$ cat config.mk
export PLATFORM = sky130hd
export DESIGN_NAME = ecgd_conv
export DESIGN_NICKNAME = d
export VERILOG_FILES = /design/src/hw/rtl/ecgd_pkg.sv /design/src/hw/rtl/ecgd_conv.sv
export SDC_FILE = /design/constraint.sdc
export NUM_CORES = 2
export LEC_CHECK = 0
export BUFFER_PORTS_ARGS = -buffer_cell sky130_fd_sc_hd__buf_2
export CAP_MARGIN = 15
export CORE_UTILIZATION = 49
export DETAILED_ROUTE_END_ITERATION = 6
export GPL_ROUTABILITY_DRIVEN = 0
export MAX_ROUTING_LAYER = met4
export PLACE_DENSITY = 0.71
export SETUP_SLACK_MARGIN = 0.02
export SYNTH_ARGS = -nofsm -noshare
export SYNTH_HDL_FRONTEND = slang
export SYNTH_SLANG_ARGS = --single-unit
$ cat constraint.sdc
create_clock -name clk -period 10.1 [get_ports clk]
set_input_delay 3.03 -clock clk [delete_from_list [all_inputs] [get_ports clk]]
set_output_delay 3.03 -clock clk [all_outputs]
set_load 0.005 [all_outputs]
$ cat src/hw/rtl/ecgd_pkg.sv
package ecgd_pkg;

  // default sizes of the stores
  localparam int MAX_NODES_DEF = 128;
  localparam int MAX_EDGES_DEF = 512;
  localparam int FRAC_BITS_DEF = 16;

  // fixed field widths
  localparam int AMT_W        = 48;
  localparam int RATE_W       = 24;
  localparam int FEE_W        = 32;
  localparam int NODE_FIELD_W = 7;
  localparam int CC_W         = 8;
  localparam int CMD_W        = 2;

  // configuration port
  localparam int CFG_DATA_W = 64;
  localparam int CFG_ADDR_W = 5;
  localparam int REG_SEL_W  = 2;

  localparam logic [REG_SEL_W-1:0] REG_CURRENCY_COUNT  = 2'd0;
  localparam logic [REG_SEL_W-1:0] REG_SOURCE_CURRENCY = 2'd1;
  localparam logic [REG_SEL_W-1:0] REG_START_AMOUNT    = 2'd2;

  localparam logic [CMD_W-1:0] CMD_CLEAR  = 2'd0;
  localparam logic [CMD_W-1:0] CMD_APPEND = 2'd1;
  localparam logic [CMD_W-1:0] CMD_RUN    = 2'd2;

  typedef struct packed {
    logic [CMD_W-1:0]        cmd;
    logic [NODE_FIELD_W-1:0] edge_from;
    logic [NODE_FIELD_W-1:0] edge_to;
    logic [RATE_W-1:0]       edge_rate;
    logic [FEE_W-1:0]        edge_fee;
  } in_t;

  typedef struct packed {
    logic gain_possible;
    logic edges_dropped;
  } out_t;

  typedef struct packed {
    logic [NODE_FIELD_W-1:0] edge_from;
    logic [NODE_FIELD_W-1:0] edge_to;
    logic [RATE_W-1:0]       edge_rate;
    logic [FEE_W-1:0]        edge_fee;
  } edge_t;

endpackage

$ cat src/hw/rtl/ecgd_conv.sv
module ecgd_conv #(
  parameter int FRAC_BITS = ecgd_pkg::FRAC_BITS_DEF
) (
  input  logic                         clk,
  input  logic                         rst_n,
  input  logic                         start,
  input  logic [ecgd_pkg::AMT_W-1:0]   amt,
  input  logic [ecgd_pkg::FEE_W-1:0]   fee,
  input  logic [ecgd_pkg::RATE_W-1:0]  rate,
  output logic                         done,
  output logic [ecgd_pkg::AMT_W-1:0]   result
);
  import ecgd_pkg::*;

  localparam int SHIFT  = RATE_W - FRAC_BITS;
  localparam int PROD_W = 2 * RATE_W;
  localparam int SUM_W  = PROD_W + SHIFT + 1;

  typedef enum logic [3:0] {
    C_IDLE = 4'b0001,
    C_LO   = 4'b0010,
    C_HI   = 4'b0100,
    C_SUM  = 4'b1000
  } cstate_t;

  cstate_t             state_r, state_nxt;
  logic                done_r;
  logic [AMT_W-1:0]    d_r;
  logic [RATE_W-1:0]   rate_r;
  logic [PROD_W-1:0]   lo_r, hi_r;
  logic [AMT_W-1:0]    res_r;

  logic [AMT_W-1:0]    diff;
  logic [RATE_W-1:0]   mul_a;
  logic [PROD_W-1:0]   prod;
  logic [SUM_W-1:0]    sum;

  // fee is taken off first, clamped at zero
  assign diff = (amt > AMT_W'(fee)) ? (amt - AMT_W'(fee)) : '0;

  // the one shared multiplier: low slice first, then high slice
  assign mul_a = (state_r == C_HI) ? d_r[AMT_W-1:RATE_W] : d_r[RATE_W-1:0];
  assign prod  = PROD_W'(mul_a) * PROD_W'(rate_r);

  assign sum = (SUM_W'(hi_r) << SHIFT) + SUM_W'(lo_r >> FRAC_BITS);

  always_comb begin
    state_nxt = state_r;
    unique case (state_r)
      C_IDLE: if (start) state_nxt = C_LO;
      C_LO:   state_nxt = C_HI;
      C_HI:   state_nxt = C_SUM;
      C_SUM:  state_nxt = C_IDLE;
      default: state_nxt = C_IDLE;
    endcase
  end

  always_ff @(posedge clk) begin
    if (!rst_n) begin
      state_r <= C_IDLE;
      done_r  <= 1'b0;
    end else begin
      state_r <= state_nxt;
      done_r  <= (state_r == C_SUM);
    end
  end

  always_ff @(posedge clk) begin
    if (state_r == C_IDLE && start) begin
      d_r    <= diff;
      rate_r <= rate;
    end
    if (state_r == C_LO) lo_r <= prod;
    if (state_r == C_HI) hi_r <= prod;
    if (state_r == C_SUM) begin
      // saturate at full scale
      res_r <= (|sum[SUM_W-1:AMT_W]) ? {AMT_W{1'b1}} : sum[AMT_W-1:0];
    end
  end

  assign done   = done_r;
  assign result = res_r;

endmodule

==> results.md <==
* Worst slew margin at 21.2%
* Total wirelength of the detailed-routed design at 72500 um
* Share of cells above drive strength 1 at 8.34%
* Critical Path Most Common Cell: fa_1
* Crit-path slowest cell: mux2_2
* Number of I/O port buffers at 155
* Max clock buf depth at 3
* Height of the die at 247 um
* Data arrival time of the worst path at 8.83 ns
* Vias after detailed routing at 20.9k
* Violations in the final reports: DRC
* Final critical path time including I/O delays and setup at 8.46 ns
* Min-Delay Startpoint: lo_r[16]$_DFFE_PP_
* Critical Path Fanout Max at 24
* RSZ-0062 raised after global routing: no
* Total gr overflow at 0
* Hold path endpoint: result[0]$_SDFFCE_PP1P_
* Number of enable-type register cells in the synthesized netlist at 200
* Area delta synth->final at 7.23%
* Non-filler cells in the finished layout at 3889
* Required @ worst endpoint at 10.47 ns
* Number of CTS-inserted buffers at 23
* Library cell used as clock root buffer: clkbuf_16
* Post-Syn Area at 29500 sq um
* Final-report setup violation count at 0
* Die Footprint at 61200 sq um
* Worst min path class: reg2reg
* Final slew viol count at 0
* Worst Max-Slew Pin Slew at 1.18 ns
* Final HPWL from detailed placement at 56800 um
* Terminus of the critical flop-to-flop path: hi_r[47]$_DFFE_PP_
* Clock H-tree levels at 1
* Fraction of synthesis flops using an asynchronous set or reset pin at 0%
* Clock latency at the later pin of the worst-skew pair at 0.57 ns
* Flip-flop cell with the highest count after synthesis: edfxtp_1
* Drc violations at 5
* Syn Inst Count at 3024
* Setup TNS at 0 ns
* Via count of the first global-routing pass at 21.7k
* Number of fill cells at 5351
* Die X-Extent at 247 um
* Number of warnings reported in the yosys synthesis log at 0
* Status: finished, violations left
* Number of top-level pins at 156
* Maximum Capacitance Violations at 0
* Worst setup path category: reg2reg
* Highest Clock Rate at 118 MHz
* Starting density of the core at 49.8%
* Source of the critical timing path: state_r[0]$_SDFFE_PN1P_
* Multi-input logic area at 20600 sq um
* Detail Route Antenna Nets at 0
* Aggregate global-route resource usage at 25.3%
* Reg2Reg Setup Slack at 1.64 ns
* Crit path capture type: flop
* Worst path max stage delay at 0.63 ns
* Yosys reg bits at 205
* Std-Cell Core Area at 59200 sq um
* First-pass iteration count of the detailed router at 7
* Final hold violation count at 0
* Unique cell type count in the Yosys netlist at 77
* Fraction of the yosys area taken by sequential cells at 20.7%
* Diode insertion count for antenna repair at 0
* Global-route wire length before repair at 117000 um
* CTS-repair resized insts at 0
* Startpoint of the worst register-to-register path: state_r[0]$_SDFFE_PN1P_
* Crit path buffers/inverters at 7
* Area taken by flip-flops and latches at 6110 sq um
* Clock tree from TritonCTS: done
* Sort of element at the start of the critical path: flop
* Period utilisation layout at 83.7%
* Post-detailed-route via-to-cell ratio at 5.38
* Instance count after placement with tap cells included at 3847
* Floorplan row count at 89
* Worst hold stages at 1
* Clock sink count at 205
* Final-layout worst hold slack at 0.504 ns
* Clock-pin slew on the worst setup and hold paths at 0.07 ns
* Kind of cell with the highest combined delay on the critical path: adder cells
* Average wire per standard cell at 18.6 um
* Mean cell area of the mapped netlist at 9.76 sq um
* Number of cells on the worst reg-to-reg path at 28
* Clock tree skew after final layout at 0.0226 ns
* Number of antenna violations at the first check in global routing at 1
* Post-CTS Setup Bufs at 0
* Number of hold buffers added after CTS at 0
* Maximum number of pins on one net before global-route repair at 72
* Total Nets Final at 3920
* Initial drt markers at 1355
* Net Count, Synth at 3845
## cell type report
class	instances	area share, %
multi-input cells	2088	65.2
flip-flops and latches	205	19.3
well taps	773	3.06
clock inverters	17	0.522
repair buffers	173	2.88
clock buffers	25	1.84
inverters	608	7.21
## metal layers
layer	up-vias	global-route usage (%)	routed length, um
li1	9590	-	-
met1	10400	32.1	29900
met2	823	40.8	34000
met3	135	5.05	6270
met4	0	7.96	2400
met5	-	-	0
## synthesized netlist by cell type (31+ instances only)
cell type	number	area, sq um
a21oi_1	85	425
a21o_1	60	450
and2_1	304	1900
nor2_1	83	312
edfxtp_1	200	6010
nand2_1	378	1420
nand3_1	31	155
ha_1	230	2880
o21ai_0	42	210
inv_1	608	2280
fa_1	484	9690
xor2_1	51	447
clkbuf_1	111	417
xnor2_1	65	569
## worst max path at each step
stage,end,slack [ns],depth (start not counted)
floorplan,d_r[0]$_SDFFCE_PP0P_,1.48,2
global placement,hi_r[47]$_DFFE_PP_,1.87,28
detailed placement,hi_r[47]$_DFFE_PP_,1.74,28
CTS,hi_r[47]$_DFFE_PP_,1.67,28
global route,lo_r[47]$_DFFE_PP_,1.21,28
finish,hi_r[47]$_DFFE_PP_,1.64,28
## cells by family after synthesis
kind of cell	count (synthesis)	synth area share (%)
and+or+nand+nor	929	15.8
buffers and inverters	731	9.53
adders and majority gates	714	42.6
AOI/OAI and AO/OA	299	6.87
DFF	205	20.7
xor gates and xnor gates	116	3.44
muxes	30	1.13
## stage by stage
stage / setup slack, ns / utilization (%) / area (sq um)
after floorplan: 1.48 / - / 29500
after global placement: 1.87 / 52.2 / 30900
after detailed placement: 1.74 / 52.2 / 30900
after CTS: 1.67 / 53.4 / 31600
after global routing: 1.21 / 53.4 / 31600
final: 1.64 / 53.4 / 31600
## registers in the layout, indices dropped and copies added, names as in the netlist
register and flops:
d_r 48, hi_r 48, result 48, lo_r 32, rate_r 24, state_r 4, done 1
## layout by cell type, fill, tap and decap left out, drive strengths merged, types with 25 or more instances in the layout
cell    count
inv       611
fa        484
nand2     382
and2      304
ha        230
edfxtp    200
buf       173
a21oi      86
nor2       83
xnor2      65
a21o       60
xor2       51
o21ai      48
nand3      31
and3       26
clkbuf     25
Power is left out: the tool's default activity adds up to more than one toggle a clock period on the data nets, which glitch-free logic cannot reach.
